===== config.mk =====
export PLATFORM = sky130hd
export DESIGN_NAME = sis_front_flat
export DESIGN_NICKNAME = d
export VERILOG_FILES = /design/src/rtl/similarity_inlier_scoring_assert.svh /design/src/rtl/sis_pkg.sv /design/src/rtl/sis_if.sv /design/src/rtl/sis_front.sv /design/src/flat_wrapper.sv
export SDC_FILE = /design/constraint.sdc
export NUM_CORES = 1
export LEC_CHECK = 0
export BUFFER_PORTS_ARGS = -buffer_cell sky130_fd_sc_hd__buf_2
export CORE_MARGIN = 2
export CORE_UTILIZATION = 44
export DETAILED_ROUTE_END_ITERATION = 8
export GPL_TIMING_DRIVEN = 0
export HOLD_SLACK_MARGIN = 0.15
export SLEW_MARGIN = 40
export SYNTH_ARGS = -nofsm -noshare
export SYNTH_HDL_FRONTEND = slang
export SYNTH_SLANG_ARGS = --single-unit

===== constraint.sdc =====
create_clock -name clk_i -period 13.3 [get_ports clk_i]
set_clock_uncertainty 0.2 [all_clocks]
set_input_delay 0.665 -clock clk_i [delete_from_list [all_inputs] [get_ports clk_i]]
set_output_delay 0.665 -clock clk_i [all_outputs]
set_load 0.05 [all_outputs]

===== src/rtl/similarity_inlier_scoring_assert.svh =====
// Assertion macros shared by the similarity inlier scoring RTL.
`ifndef SIMILARITY_INLIER_SCORING_ASSERT_SVH
`define SIMILARITY_INLIER_SCORING_ASSERT_SVH
`ifndef SYNTHESIS
`define SIS_ASSERT(label, clk, rst_n, prop, msg) \
  label: assert property (@(posedge clk) disable iff (!rst_n) (prop)) else $error(msg);
`define SIS_ASSERT_ALWAYS(label, clk, prop, msg) \
  label: assert property (@(posedge clk) (prop)) else $error(msg);
`else
`define SIS_ASSERT(label, clk, rst_n, prop, msg)
`define SIS_ASSERT_ALWAYS(label, clk, prop, msg)
`endif
`endif


===== src/rtl/sis_pkg.sv =====
// Types, constants and codes shared by the similarity inlier scoring block.
package sis_pkg;

  localparam int CMD_W      = 2;
  localparam int IDX_W      = 4;
  localparam int DATA_W     = 32;
  localparam int THR_W      = 63;
  localparam int PIDX_W     = 12;
  localparam int CNT_W      = 13;
  localparam int NUM_COEFS  = 12;
  localparam int T_BASE     = 9;
  localparam int MUL_W      = 33;
  localparam int DIST_W     = 64;

  localparam int MAX_POINTS_DEF  = 4096;
  localparam int COORD_WIDTH_DEF = 32;
  localparam int FRAC_BITS_DEF   = 16;

  localparam int QUEUE_DEPTH = 4;
  localparam int QPTR_W      = $clog2(QUEUE_DEPTH);
  localparam int QCNT_W      = $clog2(QUEUE_DEPTH + 1);

  localparam logic [CMD_W-1:0] CMD_LOAD  = 2'd0;
  localparam logic [CMD_W-1:0] CMD_SCORE = 2'd1;
  localparam logic [CMD_W-1:0] CMD_CLEAR = 2'd2;

  typedef enum logic [1:0] {
    OP_LOAD,
    OP_SCORE,
    OP_CLEAR
  } sis_op_e;

  typedef struct packed {
    sis_op_e            op;
    logic [IDX_W-1:0]   coef_index;
    logic [DATA_W-1:0]  coef_value;
    logic [DATA_W-1:0]  src_x;
    logic [DATA_W-1:0]  src_y;
    logic [DATA_W-1:0]  src_z;
    logic [DATA_W-1:0]  dst_x;
    logic [DATA_W-1:0]  dst_y;
    logic [DATA_W-1:0]  dst_z;
    logic               last_pair;
  } sis_entry_t;

  typedef enum logic [2:0] {
    ST_IDLE,
    ST_MUL,
    ST_ACC,
    ST_ADDT,
    ST_SQ,
    ST_SUM,
    ST_DONE
  } sis_state_e;

endpackage


===== src/rtl/sis_if.sv =====
// Channel interfaces: command input, result output and threshold write.
interface sis_in_if import sis_pkg::*; ();
  logic                     valid;
  logic                     ready;
  logic [CMD_W-1:0]         cmd;
  logic [IDX_W-1:0]         coef_index;
  logic signed [DATA_W-1:0] coef_value;
  logic signed [DATA_W-1:0] src_x;
  logic signed [DATA_W-1:0] src_y;
  logic signed [DATA_W-1:0] src_z;
  logic signed [DATA_W-1:0] dst_x;
  logic signed [DATA_W-1:0] dst_y;
  logic signed [DATA_W-1:0] dst_z;
  logic                     last_pair;

  modport source (output valid, cmd, coef_index, coef_value, src_x, src_y, src_z,
                  dst_x, dst_y, dst_z, last_pair, input ready);
  modport sink (input valid, cmd, coef_index, coef_value, src_x, src_y, src_z,
                dst_x, dst_y, dst_z, last_pair, output ready);
endinterface



===== src/rtl/sis_front.sv =====
// Front end: accepts command words, classifies them and queues the useful ones.
module sis_front import sis_pkg::*; (
  input  logic       clk_i,
  input  logic       rst_ni,
  sis_in_if.sink     in_i,
  output logic       q_valid_o,
  output sis_entry_t q_entry_o,
  input  logic       q_pop_i
);

  sis_entry_t        mem_q [QUEUE_DEPTH];
  logic [QPTR_W-1:0] wr_ptr_q, wr_ptr_d;
  logic [QPTR_W-1:0] rd_ptr_q, rd_ptr_d;
  logic [QCNT_W-1:0] count_q, count_d;
  logic              keep;
  logic              push;
  logic              pop;
  sis_entry_t        entry;

  // Loads to a slot past the table and the unused command are dropped here.
  always_comb begin
    entry            = '0;
    keep             = 1'b0;
    entry.coef_index = in_i.coef_index;
    entry.coef_value = in_i.coef_value;
    entry.src_x      = in_i.src_x;
    entry.src_y      = in_i.src_y;
    entry.src_z      = in_i.src_z;
    entry.dst_x      = in_i.dst_x;
    entry.dst_y      = in_i.dst_y;
    entry.dst_z      = in_i.dst_z;
    entry.last_pair  = in_i.last_pair;
    case (in_i.cmd)
      CMD_LOAD: begin
        entry.op = OP_LOAD;
        keep     = (in_i.coef_index < IDX_W'(NUM_COEFS));
      end
      CMD_SCORE: begin
        entry.op = OP_SCORE;
        keep     = 1'b1;
      end
      CMD_CLEAR: begin
        entry.op = OP_CLEAR;
        keep     = 1'b1;
      end
      default: begin
        entry.op = OP_LOAD;
        keep     = 1'b0;
      end
    endcase
  end

  assign in_i.ready = (count_q != QCNT_W'(QUEUE_DEPTH));
  assign q_valid_o  = (count_q != '0);
  assign q_entry_o  = mem_q[rd_ptr_q];

  assign push = in_i.valid && in_i.ready && keep;
  assign pop  = q_pop_i && q_valid_o;

  always_comb begin
    wr_ptr_d = push ? wr_ptr_q + 1'b1 : wr_ptr_q;
    rd_ptr_d = pop ? rd_ptr_q + 1'b1 : rd_ptr_q;
    count_d  = count_q + QCNT_W'(push) - QCNT_W'(pop);
  end

  always_ff @(posedge clk_i or negedge rst_ni) begin
    if (!rst_ni) begin
      wr_ptr_q <= '0;
      rd_ptr_q <= '0;
      count_q  <= '0;
    end else begin
      wr_ptr_q <= wr_ptr_d;
      rd_ptr_q <= rd_ptr_d;
      count_q  <= count_d;
    end
  end

  always_ff @(posedge clk_i) begin
    if (push) begin
      mem_q[wr_ptr_q] <= entry;
    end
  end

endmodule


===== src/flat_wrapper.sv =====
// flat-port wrapper written by rule: the top's interface ports become plain ports
module sis_front_flat import sis_pkg::*;
  (clk_i, rst_ni, q_valid_o, q_entry_o, q_pop_i, in_i_valid, in_i_cmd, in_i_coef_index, in_i_coef_value, in_i_src_x, in_i_src_y, in_i_src_z, in_i_dst_x, in_i_dst_y, in_i_dst_z, in_i_last_pair, in_i_ready);
  sis_in_if in_i_i ();
  input  logic clk_i;
  input  logic rst_ni;
  output logic q_valid_o;
  output sis_entry_t q_entry_o;
  input  logic q_pop_i;
  input wire logic [$bits(in_i_i.valid)-1:0] in_i_valid;
  input wire logic [$bits(in_i_i.cmd)-1:0] in_i_cmd;
  input wire logic [$bits(in_i_i.coef_index)-1:0] in_i_coef_index;
  input wire logic [$bits(in_i_i.coef_value)-1:0] in_i_coef_value;
  input wire logic [$bits(in_i_i.src_x)-1:0] in_i_src_x;
  input wire logic [$bits(in_i_i.src_y)-1:0] in_i_src_y;
  input wire logic [$bits(in_i_i.src_z)-1:0] in_i_src_z;
  input wire logic [$bits(in_i_i.dst_x)-1:0] in_i_dst_x;
  input wire logic [$bits(in_i_i.dst_y)-1:0] in_i_dst_y;
  input wire logic [$bits(in_i_i.dst_z)-1:0] in_i_dst_z;
  input wire logic [$bits(in_i_i.last_pair)-1:0] in_i_last_pair;
  output wire logic [$bits(in_i_i.ready)-1:0] in_i_ready;
  assign in_i_i.valid = in_i_valid;
  assign in_i_i.cmd = in_i_cmd;
  assign in_i_i.coef_index = in_i_coef_index;
  assign in_i_i.coef_value = in_i_coef_value;
  assign in_i_i.src_x = in_i_src_x;
  assign in_i_i.src_y = in_i_src_y;
  assign in_i_i.src_z = in_i_src_z;
  assign in_i_i.dst_x = in_i_dst_x;
  assign in_i_i.dst_y = in_i_dst_y;
  assign in_i_i.dst_z = in_i_dst_z;
  assign in_i_i.last_pair = in_i_last_pair;
  assign in_i_ready = in_i_i.ready;
  sis_front u_core (.clk_i(clk_i), .rst_ni(rst_ni), .in_i(in_i_i), .q_valid_o(q_valid_o), .q_entry_o(q_entry_o), .q_pop_i(q_pop_i));
endmodule

==> metrics.cfg <==
[status]
outcome = finished clean

[place]
half_perimeter_wire_length_after_detailed_placement_mm = 48.2
gp_routability_congestion = 0.724
place.port_buffers = 467
placedInstanceArea_mm2 = 0.0381

[timing]
hold_violations = 0
rsz0062_at_grt = false
period_share = 0.279
setup_viol = 0
period_needed_ns = 3.71
setup_total_negative_slack_ns = 0
slew_limit_headroom = 0.467
tightestPinTransition_ns = 0.799
max_clock_freq_mhz = 270
fin_hold_ws_ns = 0.265
timing.final.max_slew_violations = 0

[synthesis]
synth_top_flop_cell = edfxtp_1
synth_enable_flop_cells = 924
ys_warn_count = 0
synth.yosys.seq_area_share = 0.826
post_synth.cell_area_avg_um2 = 27.1
postSynth.asyncResetShare = 0.00752
syn_nets = 1496
synth.lib_cells_used.distinct = 19
synth_cells = 1250
syn-cell-area_mm2 = 0.0338
yosys_register_bits = 931

[critical_path]
cp.arrival_ns = 2.84
endpoint_kind = output pin
critical_path_required_ns = 12.44
worst_setup_path_start_kind = register
critical_path.max_fanout = 10
worstSetupPathType = reg -> out

[finish]
nets = 2325
post-route-cell-area_mm2 = 0.0435
areaGrowthSynthToFinish_pct = 28.6
final_core_utilization = 0.572
drive_above_1_share = 0.425
fillCellCount = 5712
layout_commonest_cell = edfxtp_1
most_used_cells_in_the_layout_excluding_fill_and_tap_cells = edfxtp_1 (924), buf_2 (493), mux4_2 (231), dlygate4sd3_1 (231), clkbuf_16 (99)

[routing]
firstDrtPassIters = 4
postRouteWirelength_mm = 73.1
antenna_left = 0
detail_route.drc_violations = 0
routed-via-count = 16209
first_iter_violations = 1020
avgRoutedWirePerCell_um = 22.9
drt-vias-per-instance = 5.07

[global_route]
grt_first_pass_wirelength_mm = 108
globalRouteOverflowTotal = 0
grt_usage = 0.185
grt_max_degree = 34
grt_pass1_vias = 17645
antenna_found_initial = 7

[cts]
clock_tree.buffer_depth = 3
clk_latency_ns = 0.63
holdBufCountCts = 231
clk_root_buffer_cell = clkbuf_16
cts_made_buffers = 97
cts.reportedPaths.clkPinSlew_ns = 0.05
tritoncts_clock_tree = yes
post_cts_buffers = 0
htreeDepth = 3
clock_sink_count = 931
post_cts_resized = 0

[floorplan]
floorplan.die.height_um = 281
floorplan.die_area_mm2 = 0.0791
ios = 468
rows = 101
start_util = 0.445
floorplan.core_area_mm2 = 0.0761
chipWidth_um = 281

[job]
max_cap_violations = 0

[hold_path]
worstHoldPathType = in -> async

[power_and_ir_drop]
cellLeakagePower_uw = 0.0149
vdd.ir_drop.worst_uv = 155
p_per_area_mw_per_mm2 = 229
post-layout-total-power_uw = 9940

==> per-stage QoR <==
step / setup WS, ns / cells
after floorplan: 8.47 / 1250
after global placement: 5.79 / 2747
after detailed placement: 9.64 / 2779
after CTS: 9.48 / 3191
after global routing: 9.41 / 3194
final: 9.59 / 3195
==> final timing paths <==
kind | from | to | slack (ns) | depth (start not counted)
setup / recovery | u_core.rd_ptr_q[1] | q_entry_o[163] | 9.59 | 5
hold / removal | rst_ni | u_core.count_q[2] | 0.26 | 2
setup reg to reg | u_core.count_q[2] | u_core.mem_q[2][128] | 10.34 | 8
hold reg to reg | u_core.count_q[2] | u_core.count_q[2] | 0.31 | 1
max in group asynchronous | rst_ni | u_core.rd_ptr_q[1] | 12.47 | 2
min in group clk_i | in_i_cmd[1] | u_core.mem_q[3][230] | 0.28 | 2
==> cell families after synthesis <==
family,Yosys count,share of synthesized area
DFF,931,0.826
xor gates and xnor gates,5,0.00129
and+or+nand+nor,7,0.00148
buffers and inverters,61,0.0119
muxes,232,0.154
AOI/OAI and AO/OA,3,0.00111
adders and majority gates,11,0.00429
==> sequential cells by signal (all words and copies together) (netlist names) <==
register	count
u_core.rd_ptr_q	2
u_core.wr_ptr_q	2
u_core.count_q	3
u_core.mem_q	924
==> critical path: stages, from the launching register on <==
cell      delay, ns
dfrtp_1        0.31
buf_2          0.22
clkbuf_1       0.63
buf_2          0.44
mux4_2         0.38
buf_2          0.23
==> routing by layer <==
layer / wire length (um) / vias up / part of all wire / track usage
met2: 38600 / 423 / 0.53 / 0.325
met1: 27700 / 8532 / 0.38 / 0.220
met5: 31 / - / 0.00042 / 0
met3: 4790 / 119 / 0.066 / 0.0511
met4: 1890 / 6 / 0.026 / 0.0619
li1: - / 7129 / - / -
==> Yosys cell counts, drive strengths merged, types with 4 or more instances <==
| cell type | n | area, um^2 |
|---|---|---|
| edfxtp | 924 | 27700 |
| mux4 | 231 | 5200 |
| buf | 45 | 344 |
| ha | 10 | 125 |
| inv | 9 | 33.8 |
| clkbuf | 7 | 26.3 |
| dfrtp | 7 | 175 |
| and2 | 4 | 30.0 |
| xnor2 | 4 | 35.0 |
==> where the power goes <==
group	internal, uW	total (uW)	switching [uW]
sequential	3540	3600	57.9
clock	1480	2570	1090
combinational	1160	3770	2610
==> layout make-up <==
| cell class | count | area [um^2] | area share |
|---|---|---|---|
| Timing Repair Buffer | 730 | 5290 | 0.122 |
| Antenna cell | 4 | 10.0 | 0.000230 |
| Clock buffer | 127 | 2640 | 0.0608 |
| Sequential cell | 931 | 27900 | 0.642 |
| Tap cell | 1030 | 1290 | 0.0296 |
| Clock inverter | 54 | 420 | 0.00967 |
| Multi-Input combinational cell | 258 | 5500 | 0.126 |
| Inverter | 9 | 33.8 | 0.000777 |
| Buffer | 52 | 372 | 0.00855 |
Note: power is estimated with default switching activity, not from simulation.
