==> src/rtl/similarity_inlier_scoring_assert.svh <==
// Assertion macros shared by the similarity inlier scoring RTL.
`ifndef SIMILARITY_INLIER_SCORING_ASSERT_SVH
`define SIMILARITY_INLIER_SCORING_ASSERT_SVH
`ifndef SYNTHESIS
`define SIS_ASSERT(label, clk, rst_n, prop, msg) \
  label: assert property (@(posedge clk) disable iff (!rst_n) (prop)) else $error(msg);
`define SIS_ASSERT_ALWAYS(label, clk, prop, msg) \
  label: assert property (@(posedge clk) (prop)) else $error(msg);
`else
`define SIS_ASSERT(label, clk, rst_n, prop, msg)
`define SIS_ASSERT_ALWAYS(label, clk, prop, msg)
`endif
`endif

==> src/rtl/sis_pkg.sv <==
// Types, constants and codes shared by the similarity inlier scoring block.
package sis_pkg;

  localparam int CMD_W      = 2;
  localparam int IDX_W      = 4;
  localparam int DATA_W     = 32;
  localparam int THR_W      = 63;
  localparam int PIDX_W     = 12;
  localparam int CNT_W      = 13;
  localparam int NUM_COEFS  = 12;
  localparam int T_BASE     = 9;
  localparam int MUL_W      = 33;
  localparam int DIST_W     = 64;

  localparam int MAX_POINTS_DEF  = 4096;
  localparam int COORD_WIDTH_DEF = 32;
  localparam int FRAC_BITS_DEF   = 16;

  localparam int QUEUE_DEPTH = 4;
  localparam int QPTR_W      = $clog2(QUEUE_DEPTH);
  localparam int QCNT_W      = $clog2(QUEUE_DEPTH + 1);

  localparam logic [CMD_W-1:0] CMD_LOAD  = 2'd0;
  localparam logic [CMD_W-1:0] CMD_SCORE = 2'd1;
  localparam logic [CMD_W-1:0] CMD_CLEAR = 2'd2;

  typedef enum logic [1:0] {
    OP_LOAD,
    OP_SCORE,
    OP_CLEAR
  } sis_op_e;

  typedef struct packed {
    sis_op_e            op;
    logic [IDX_W-1:0]   coef_index;
    logic [DATA_W-1:0]  coef_value;
    logic [DATA_W-1:0]  src_x;
    logic [DATA_W-1:0]  src_y;
    logic [DATA_W-1:0]  src_z;
    logic [DATA_W-1:0]  dst_x;
    logic [DATA_W-1:0]  dst_y;
    logic [DATA_W-1:0]  dst_z;
    logic               last_pair;
  } sis_entry_t;

  typedef enum logic [2:0] {
    ST_IDLE,
    ST_MUL,
    ST_ACC,
    ST_ADDT,
    ST_SQ,
    ST_SUM,
    ST_DONE
  } sis_state_e;

endpackage

==> src/rtl/sis_if.sv <==


interface sis_out_if import sis_pkg::*; ();
  logic              valid;
  logic              ready;
  logic              is_inlier;
  logic [PIDX_W-1:0] pair_index;
  logic [CNT_W-1:0]  inlier_total;
  logic              beats_best;
  logic [CNT_W-1:0]  best_total;
  logic              final_pair;

  modport source (output valid, is_inlier, pair_index, inlier_total, beats_best,
                  best_total, final_pair, input ready);
  modport sink (input valid, is_inlier, pair_index, inlier_total, beats_best,
                best_total, final_pair, output ready);
endinterface


==> src/rtl/sis_back.sv <==
// Back end: holds the transform, scores one pair at a time and keeps the counts.
module sis_back import sis_pkg::*; #(
  parameter int MAX_POINTS  = MAX_POINTS_DEF,
  parameter int COORD_WIDTH = COORD_WIDTH_DEF,
  parameter int FRAC_BITS   = FRAC_BITS_DEF
) (
  input  logic             clk_i,
  input  logic             rst_ni,
  input  logic             q_valid_i,
  input  sis_entry_t       q_entry_i,
  output logic             q_pop_o,
  input  logic [THR_W-1:0] thr_i,
  sis_out_if.source        out_o
);

  localparam int RAW_W = 2 * COORD_WIDTH - FRAC_BITS;
  localparam int ACC_W = ((RAW_W > COORD_WIDTH) ? RAW_W : COORD_WIDTH) + 3;
  localparam int PC_W  = $clog2(MAX_POINTS);
  localparam int RI_W  = $clog2(MAX_POINTS + 1);

  sis_state_e               state_q, state_d;
  logic [1:0]               axis_q, axis_d;
  logic [1:0]               step_q, step_d;
  logic [PC_W-1:0]          pc_q, pc_d;
  logic [RI_W-1:0]          ri_q, ri_d;
  logic [RI_W-1:0]          best_q, best_d;
  logic                     out_valid_q, out_valid_d;

  logic [DATA_W-1:0]        coef_q [NUM_COEFS];
  logic                     coef_we;
  logic [IDX_W-1:0]         coef_ra;
  logic [DATA_W-1:0]        coef_rd;

  sis_entry_t               cur_q, cur_d;
  logic signed [ACC_W-1:0]  acc_q, acc_d;
  logic signed [2*MUL_W-1:0] prod_q, prod_d;
  logic [DIST_W-1:0]        dist_q, dist_d;
  logic                     sat_q, sat_d;

  logic                     inl_q, inl_d;
  logic [PIDX_W-1:0]        pidx_q, pidx_d;
  logic [CNT_W-1:0]         itot_q, itot_d;
  logic                     beats_q, beats_d;
  logic [CNT_W-1:0]         btot_q, btot_d;
  logic                     fin_q, fin_d;

  logic signed [MUL_W-1:0]  mul_a, mul_b;
  logic [DATA_W-1:0]        src_sel, dst_sel;
  logic signed [2*MUL_W-1:0] prod_shr;
  logic [DIST_W-1:0]        abs_e;
  logic [DIST_W-1:0]        sq_term;
  logic [DIST_W:0]          dist_sum;
  logic                     inlier;
  logic [RI_W-1:0]          ri_new;
  logic                     beats;
  logic                     out_free;

  assign coef_rd = coef_q[coef_ra];

  always_comb begin
    case (step_q)
      2'd0:    src_sel = cur_q.src_x;
      2'd1:    src_sel = cur_q.src_y;
      default: src_sel = cur_q.src_z;
    endcase
    case (axis_q)
      2'd0:    dst_sel = cur_q.dst_x;
      2'd1:    dst_sel = cur_q.dst_y;
      default: dst_sel = cur_q.dst_z;
    endcase
  end

  // One shared multiplier: coefficient times coordinate, or the square of
  // one error component.
  always_comb begin
    if (acc_q < 0) begin
      abs_e = -DIST_W'(acc_q);
    end else begin
      abs_e = DIST_W'(acc_q);
    end
    if (state_q == ST_SQ) begin
      mul_a = signed'({1'b0, abs_e[31:0]});
      mul_b = signed'({1'b0, abs_e[31:0]});
    end else begin
      mul_a = MUL_W'(signed'(coef_rd[COORD_WIDTH-1:0]));
      mul_b = MUL_W'(signed'(src_sel[COORD_WIDTH-1:0]));
    end
    prod_d   = mul_a * mul_b;
    prod_shr = prod_q >>> FRAC_BITS;
  end

  always_comb begin
    sq_term  = sat_q ? '1 : prod_q[DIST_W-1:0];
    dist_sum = {1'b0, dist_q} + {1'b0, sq_term};
    inlier   = (dist_q < {1'b0, thr_i});
    if (inlier && (ri_q < RI_W'(MAX_POINTS))) begin
      ri_new = ri_q + 1'b1;
    end else begin
      ri_new = ri_q;
    end
    beats    = cur_q.last_pair && (ri_new > best_q);
    out_free = !out_valid_q || out_o.ready;
  end

  always_comb begin
    state_d     = state_q;
    axis_d      = axis_q;
    step_d      = step_q;
    pc_d        = pc_q;
    ri_d        = ri_q;
    best_d      = best_q;
    out_valid_d = out_valid_q && !out_o.ready;
    cur_d       = cur_q;
    acc_d       = acc_q;
    dist_d      = dist_q;
    sat_d       = sat_q;
    inl_d       = inl_q;
    pidx_d      = pidx_q;
    itot_d      = itot_q;
    beats_d     = beats_q;
    btot_d      = btot_q;
    fin_d       = fin_q;
    q_pop_o     = 1'b0;
    coef_we     = 1'b0;
    coef_ra     = '0;

    case (state_q)
      ST_IDLE: begin
        if (q_valid_i) begin
          q_pop_o = 1'b1;
          case (q_entry_i.op)
            OP_LOAD: begin
              coef_we = 1'b1;
            end
            OP_CLEAR: begin
              best_d = '0;
            end
            OP_SCORE: begin
              cur_d   = q_entry_i;
              acc_d   = '0;
              dist_d  = '0;
              axis_d  = '0;
              step_d  = '0;
              state_d = ST_MUL;
            end
            default: begin
              coef_we = 1'b0;
            end
          endcase
        end
      end
      ST_MUL: begin
        coef_ra = IDX_W'({axis_q, 1'b0}) + IDX_W'(axis_q) + IDX_W'(step_q);
        state_d = ST_ACC;
      end
      ST_ACC: begin
        // An arithmetic shift of the product is the floor of the scaled term.
        acc_d = acc_q + ACC_W'(prod_shr);
        if (step_q == 2'd2) begin
          state_d = ST_ADDT;
        end else begin
          step_d  = step_q + 1'b1;
          state_d = ST_MUL;
        end
      end
      ST_ADDT: begin
        coef_ra = IDX_W'(T_BASE) + IDX_W'(axis_q);
        acc_d   = acc_q + ACC_W'(signed'(coef_rd[COORD_WIDTH-1:0]))
                        - ACC_W'(signed'(dst_sel[COORD_WIDTH-1:0]));
        state_d = ST_SQ;
      end
      ST_SQ: begin
        sat_d   = |abs_e[DIST_W-1:32];
        state_d = ST_SUM;
      end
      ST_SUM: begin
        dist_d = dist_sum[DIST_W] ? '1 : dist_sum[DIST_W-1:0];
        acc_d  = '0;
        step_d = '0;
        if (axis_q == 2'd2) begin
          state_d = ST_DONE;
        end else begin
          axis_d  = axis_q + 1'b1;
          state_d = ST_MUL;
        end
      end
      ST_DONE: begin
        if (out_free) begin
          out_valid_d = 1'b1;
          inl_d       = inlier;
          pidx_d      = PIDX_W'(pc_q);
          itot_d      = CNT_W'(ri_new);
          beats_d     = beats;
          btot_d      = beats ? CNT_W'(ri_new) : CNT_W'(best_q);
          fin_d       = cur_q.last_pair;
          if (beats) begin
            best_d = ri_new;
          end
          if (cur_q.last_pair) begin
            pc_d = '0;
            ri_d = '0;
          end else begin
            ri_d = ri_new;
            if (pc_q < PC_W'(MAX_POINTS - 1)) begin
              pc_d = pc_q + 1'b1;
            end
          end
          state_d = ST_IDLE;
        end
      end
      default: begin
        state_d = ST_IDLE;
      end
    endcase
  end

  always_ff @(posedge clk_i or negedge rst_ni) begin
    if (!rst_ni) begin
      state_q     <= ST_IDLE;
      axis_q      <= '0;
      step_q      <= '0;
      pc_q        <= '0;
      ri_q        <= '0;
      best_q      <= '0;
      out_valid_q <= 1'b0;
    end else begin
      state_q     <= state_d;
      axis_q      <= axis_d;
      step_q      <= step_d;
      pc_q        <= pc_d;
      ri_q        <= ri_d;
      best_q      <= best_d;
      out_valid_q <= out_valid_d;
    end
  end

  always_ff @(posedge clk_i) begin
    if (coef_we) begin
      coef_q[q_entry_i.coef_index] <= q_entry_i.coef_value;
    end
    cur_q   <= cur_d;
    acc_q   <= acc_d;
    prod_q  <= prod_d;
    dist_q  <= dist_d;
    sat_q   <= sat_d;
    inl_q   <= inl_d;
    pidx_q  <= pidx_d;
    itot_q  <= itot_d;
    beats_q <= beats_d;
    btot_q  <= btot_d;
    fin_q   <= fin_d;
  end

  assign out_o.valid        = out_valid_q;
  assign out_o.is_inlier    = inl_q;
  assign out_o.pair_index   = pidx_q;
  assign out_o.inlier_total = itot_q;
  assign out_o.beats_best   = beats_q;
  assign out_o.best_total   = btot_q;
  assign out_o.final_pair   = fin_q;

endmodule
==> src/flat_wrapper.sv <==
// flat-port wrapper written by rule: the top's interface ports become plain ports
module sis_back_flat import sis_pkg::*;
#(
  parameter int MAX_POINTS  = MAX_POINTS_DEF,
  parameter int COORD_WIDTH = COORD_WIDTH_DEF,
  parameter int FRAC_BITS   = FRAC_BITS_DEF
)
  (clk_i, rst_ni, q_valid_i, q_entry_i, q_pop_o, thr_i, out_o_valid, out_o_is_inlier, out_o_pair_index, out_o_inlier_total, out_o_beats_best, out_o_best_total, out_o_final_pair, out_o_ready);
  sis_out_if out_o_i ();
  input  logic clk_i;
  input  logic rst_ni;
  input  logic q_valid_i;
  input  sis_entry_t q_entry_i;
  output logic q_pop_o;
  input  logic [THR_W-1:0] thr_i;
  output wire logic [$bits(out_o_i.valid)-1:0] out_o_valid;
  output wire logic [$bits(out_o_i.is_inlier)-1:0] out_o_is_inlier;
  output wire logic [$bits(out_o_i.pair_index)-1:0] out_o_pair_index;
  output wire logic [$bits(out_o_i.inlier_total)-1:0] out_o_inlier_total;
  output wire logic [$bits(out_o_i.beats_best)-1:0] out_o_beats_best;
  output wire logic [$bits(out_o_i.best_total)-1:0] out_o_best_total;
  output wire logic [$bits(out_o_i.final_pair)-1:0] out_o_final_pair;
  input wire logic [$bits(out_o_i.ready)-1:0] out_o_ready;
  assign out_o_valid = out_o_i.valid;
  assign out_o_is_inlier = out_o_i.is_inlier;
  assign out_o_pair_index = out_o_i.pair_index;
  assign out_o_inlier_total = out_o_i.inlier_total;
  assign out_o_beats_best = out_o_i.beats_best;
  assign out_o_best_total = out_o_i.best_total;
  assign out_o_final_pair = out_o_i.final_pair;
  assign out_o_i.ready = out_o_ready;
  sis_back #(.MAX_POINTS(MAX_POINTS), .COORD_WIDTH(COORD_WIDTH), .FRAC_BITS(FRAC_BITS)) u_core (.clk_i(clk_i), .rst_ni(rst_ni), .q_valid_i(q_valid_i), .q_entry_i(q_entry_i), .q_pop_o(q_pop_o), .thr_i(thr_i), .out_o(out_o_i));
endmodule
==> config.mk <==
export PLATFORM = sky130hd
export DESIGN_NAME = sis_back_flat
export DESIGN_NICKNAME = d
export VERILOG_FILES = /design/src/rtl/similarity_inlier_scoring_assert.svh /design/src/rtl/sis_pkg.sv /design/src/rtl/sis_if.sv /design/src/rtl/sis_back.sv /design/src/flat_wrapper.sv
export SDC_FILE = /design/constraint.sdc
export NUM_CORES = 2
export LEC_CHECK = 0
export BUFFER_PORTS_ARGS = -buffer_cell sky130_fd_sc_hd__buf_4
export CORE_MARGIN = 2
export CORE_UTILIZATION = 65
export CTS_BUF_LIST = sky130_fd_sc_hd__clkbuf_8 sky130_fd_sc_hd__clkbuf_16
export DETAILED_ROUTE_END_ITERATION = 8
export PLACE_DENSITY = 0.83
export SETUP_SLACK_MARGIN = 0.02
export SYNTH_ARGS = -nofsm -noshare
export SYNTH_HDL_FRONTEND = slang
export SYNTH_SLANG_ARGS = --single-unit
==> constraint.sdc <==
create_clock -name clk_i -period 24.7 [get_ports clk_i]
set_input_delay 7.41 -clock clk_i [delete_from_list [all_inputs] [get_ports clk_i]]
set_output_delay 7.41 -clock clk_i [all_outputs]
set_load 0.02 [all_outputs]
==> summary.txt <==
Place
  • Port Buffers: 340
  • Place WS: 9460 ps
  • Dpl cell area: 88100 µm²
  • Placed cells: 10257
  • Hpwl dp: 200000 µm
  • Placer Congestion: 1.04

Min path
  • Hold Path Class: reg2reg
  • WHS Endpoint: u_core.out_o.pair_index[7]
  • Hold Path Origin: u_core.pc_q[7]
  • WHS Path Cells: 0

Routing
  • DR iter-0 viols: 7620
  • WL final: 265000 µm
  • Post-route ant nets: 0
  • Routed vias: 65375
  • First-pass iteration count of the detailed router: 9
  • Drc violations: 0
  • Wirelength per Cell: 25.5 µm
  • Vias per cell: 6.27

Synthesis
  • Synth warnings: 0
  • Average size of a mapped cell: 9.86 µm²
  • Async SR Flop Fraction: 0.0544
  • Yosys top cell by area: fa_1
  • Largest cells by area after synthesis: fa_1 29%, edfxtp_1 26%, ha_1 7.0%
  • Mapped Area: 83600 µm²
  • Post-synth EDFFs: 734
  • Gate count after technology mapping: 8473
  • Sequential fraction of the synthesis area: 0.293
  • Post-synth top area share: 0.287
  • Synth Register Bits: 846
  • Netlist cell types: 92
  • Syn_nets: 10438
  • Primary FF master, synth: edfxtp_1

STA
  • Worst-margin pin slew: 1400 ps
  • Final worst path period share: 0.617
  • Setup TNS: 0 ps
  • Slew HR: 0.0644
  • Unrepaired setup endpoints after global routing: false
  • Max-slew violation count: 0
  • Fin crit period: 15230 ps
  • Worst setup margin: 9470 ps
  • Final Hold Fails: 0
  • Final setup fails: 0
  • FMAX: 0.0657 GHz
  • Final Skew: 38.9 ps

Die
  • Die W: 363 µm
  • Die area: 131000 µm²
  • Chip height: 363 µm
  • Rows: 131
  • Placeable Area: 128000 µm²
  • Starting Density: 0.655
  • Number of I/O pins: 341

Cells and area
  • Footprint of the multi-input gates: 52500 µm²
  • Final Instance Area: 90800 µm²
  • Most common cell after layout, fill and taps aside: inv_1
  • Commonest non-fill, non-tap cells in the layout: 1418 x inv_1, 1198 x fa_1, 1175 x nand2_1
  • Area delta synth->final: 8.72%
  • Register area: 24500 µm²
  • Share of cells above drive strength 1: 0.0920
  • NumNets Final: 10646
  • Final cell count without fillers: 10423
  • Fill count: 9091

Setup path
  • WP buf/inv: 3
  • Crit-path leading delay family: buffers and inverters
  • Maximum net fanout on the critical path: 3
  • Reg2reg end: u_core.prod_q[64]
  • Crit path kind: in2out
  • CP cell instances: buf_4, nand2_1, inv_1, buf_4
  • Setup crit start kind: input port
  • Worst EP arrival: 7820 ps
  • Most frequent CP cell: buf_4
  • R2r setup slk: 10970 ps
  • Reg2Reg Depth: 40
  • Crit. End Element: output port
  • CP required: 17290 ps
  • Critical Path Max Stage Delay: 150 ps
  • Worst r2r src: u_core.step_q[1]
  • CP max stage cell: buf_4

Global routing
  • Largest net degree at the start of global routing: 83
  • GRT Util Overall: 0.407
  • Initial antenna violation count: 18
  • Remaining Overflow, GRT: 0
  • First-pass GRT wire length: 397000 µm
  • Vias in the first global route: 66457

CTS
  • Clk buf depth: 3
  • Hold-fix buffers, CTS: 0
  • CTS buffer count: 84
  • CTS resizes: 0
  • CTS tree: yes
  • Latest clock arrival within the worst-skew pair: 700 ps
  • Clk pin slew, worst setup/hold paths: 60 ps
  • Clock sink count: 846
  • Clock root cell: clkbuf_16
  • CTS H-tree depth: 3
  • Setup bufs post-CTS: 0

Run
  • Max Cap Viol: 0

Outcome
  • Status: completed
==> layout make-up <==
cell class,count,share of cell area
multi-input cells,5845,0.577
flip-flops and latches,846,0.270
inverters,1400,0.0578
repair buffers,504,0.0417
clock buffers,88,0.0240
well taps,1662,0.0229
clock inverters,67,0.00599
diodes,11,0.000303
==> per-layer routing <==
layer	track usage	vias up	part of all wire
li1	-	27851	-
met1	0.530	32052	0.36
met2	0.611	4431	0.44
met3	0.126	1029	0.14
met4	0.228	12	0.070
met5	0.00259	-	0.00026
==> registers in the layout (all words and copies together), names as in the netlist, 13 cells and up <==
name and cells:
u_core.dist_q 64, u_core.ri_q 13, u_core.out_o.inlier_total 13, u_core.acc_q 51
u_core.out_o.best_total 13, u_core.cur_q 193, u_core.best_q 13, u_core.coef_q 384
u_core.prod_q 66
==> per-stage QoR <==
stage	utilization	hold WS [ps]
floorplan	-	448
global placement	0.691	458
detailed placement	0.691	475
CTS	0.712	480
global route	0.712	501
finish	0.712	488
==> Yosys cell counts (16+ instances only) <==
cell and count:
a211oi_1 54, a21o_1 213, a21oi_1 411, a22o_1 19, a22oi_1 52, a311oi_1 38, a31oi_1 54, and2_1 85
and3_1 59, buf_1 20, buf_2 88, buf_4 16, clkbuf_1 245, dfrtp_1 46, dfxtp_1 66, edfxtp_1 734
fa_1 1198, ha_1 469, inv_1 1397, nand2_1 1176, nand2b_1 75, nand3_1 176, nand4_1 48, nor2_1 736
nor2b_1 41, nor3_1 46, o21a_1 19, o21ai_0 175, o21bai_1 27, o22ai_1 40, o31ai_1 25, or2_2 81
or3_1 23, xnor2_1 166, xor2_1 102
==> how the worst max path moves through the flow <==
stage              startpoint               to  slack [ps]  cells after the start
4_1_cts             q_valid_i          q_pop_o        9470                      4
3_5_place_dp        q_valid_i          q_pop_o        9460                      4
6_report            q_valid_i          q_pop_o        9470                      4
3_3_place_gp        q_valid_i          q_pop_o        9450                      4
5_1_grt             q_valid_i          q_pop_o        9450                      4
2_1_floorplan  q_entry_i[230]  u_core.cur_q[0]        8370                      3
==> cell families after synthesis <==
| family | share of synthesized area |
|---|---|
| AND/OR/NAND/NOR | 0.137 |
| buffers and inverters | 0.0832 |
| adder cells (fa/ha/maj) | 0.357 |
| AO/OA/AOI/OAI | 0.0998 |
| flip-flops | 0.293 |
| XOR/XNOR | 0.0281 |
| multiplexers | 0.00148 |
Power is not shown: default switching activity piles up to over one toggle a cycle in this logic, so the estimate is an artifact.
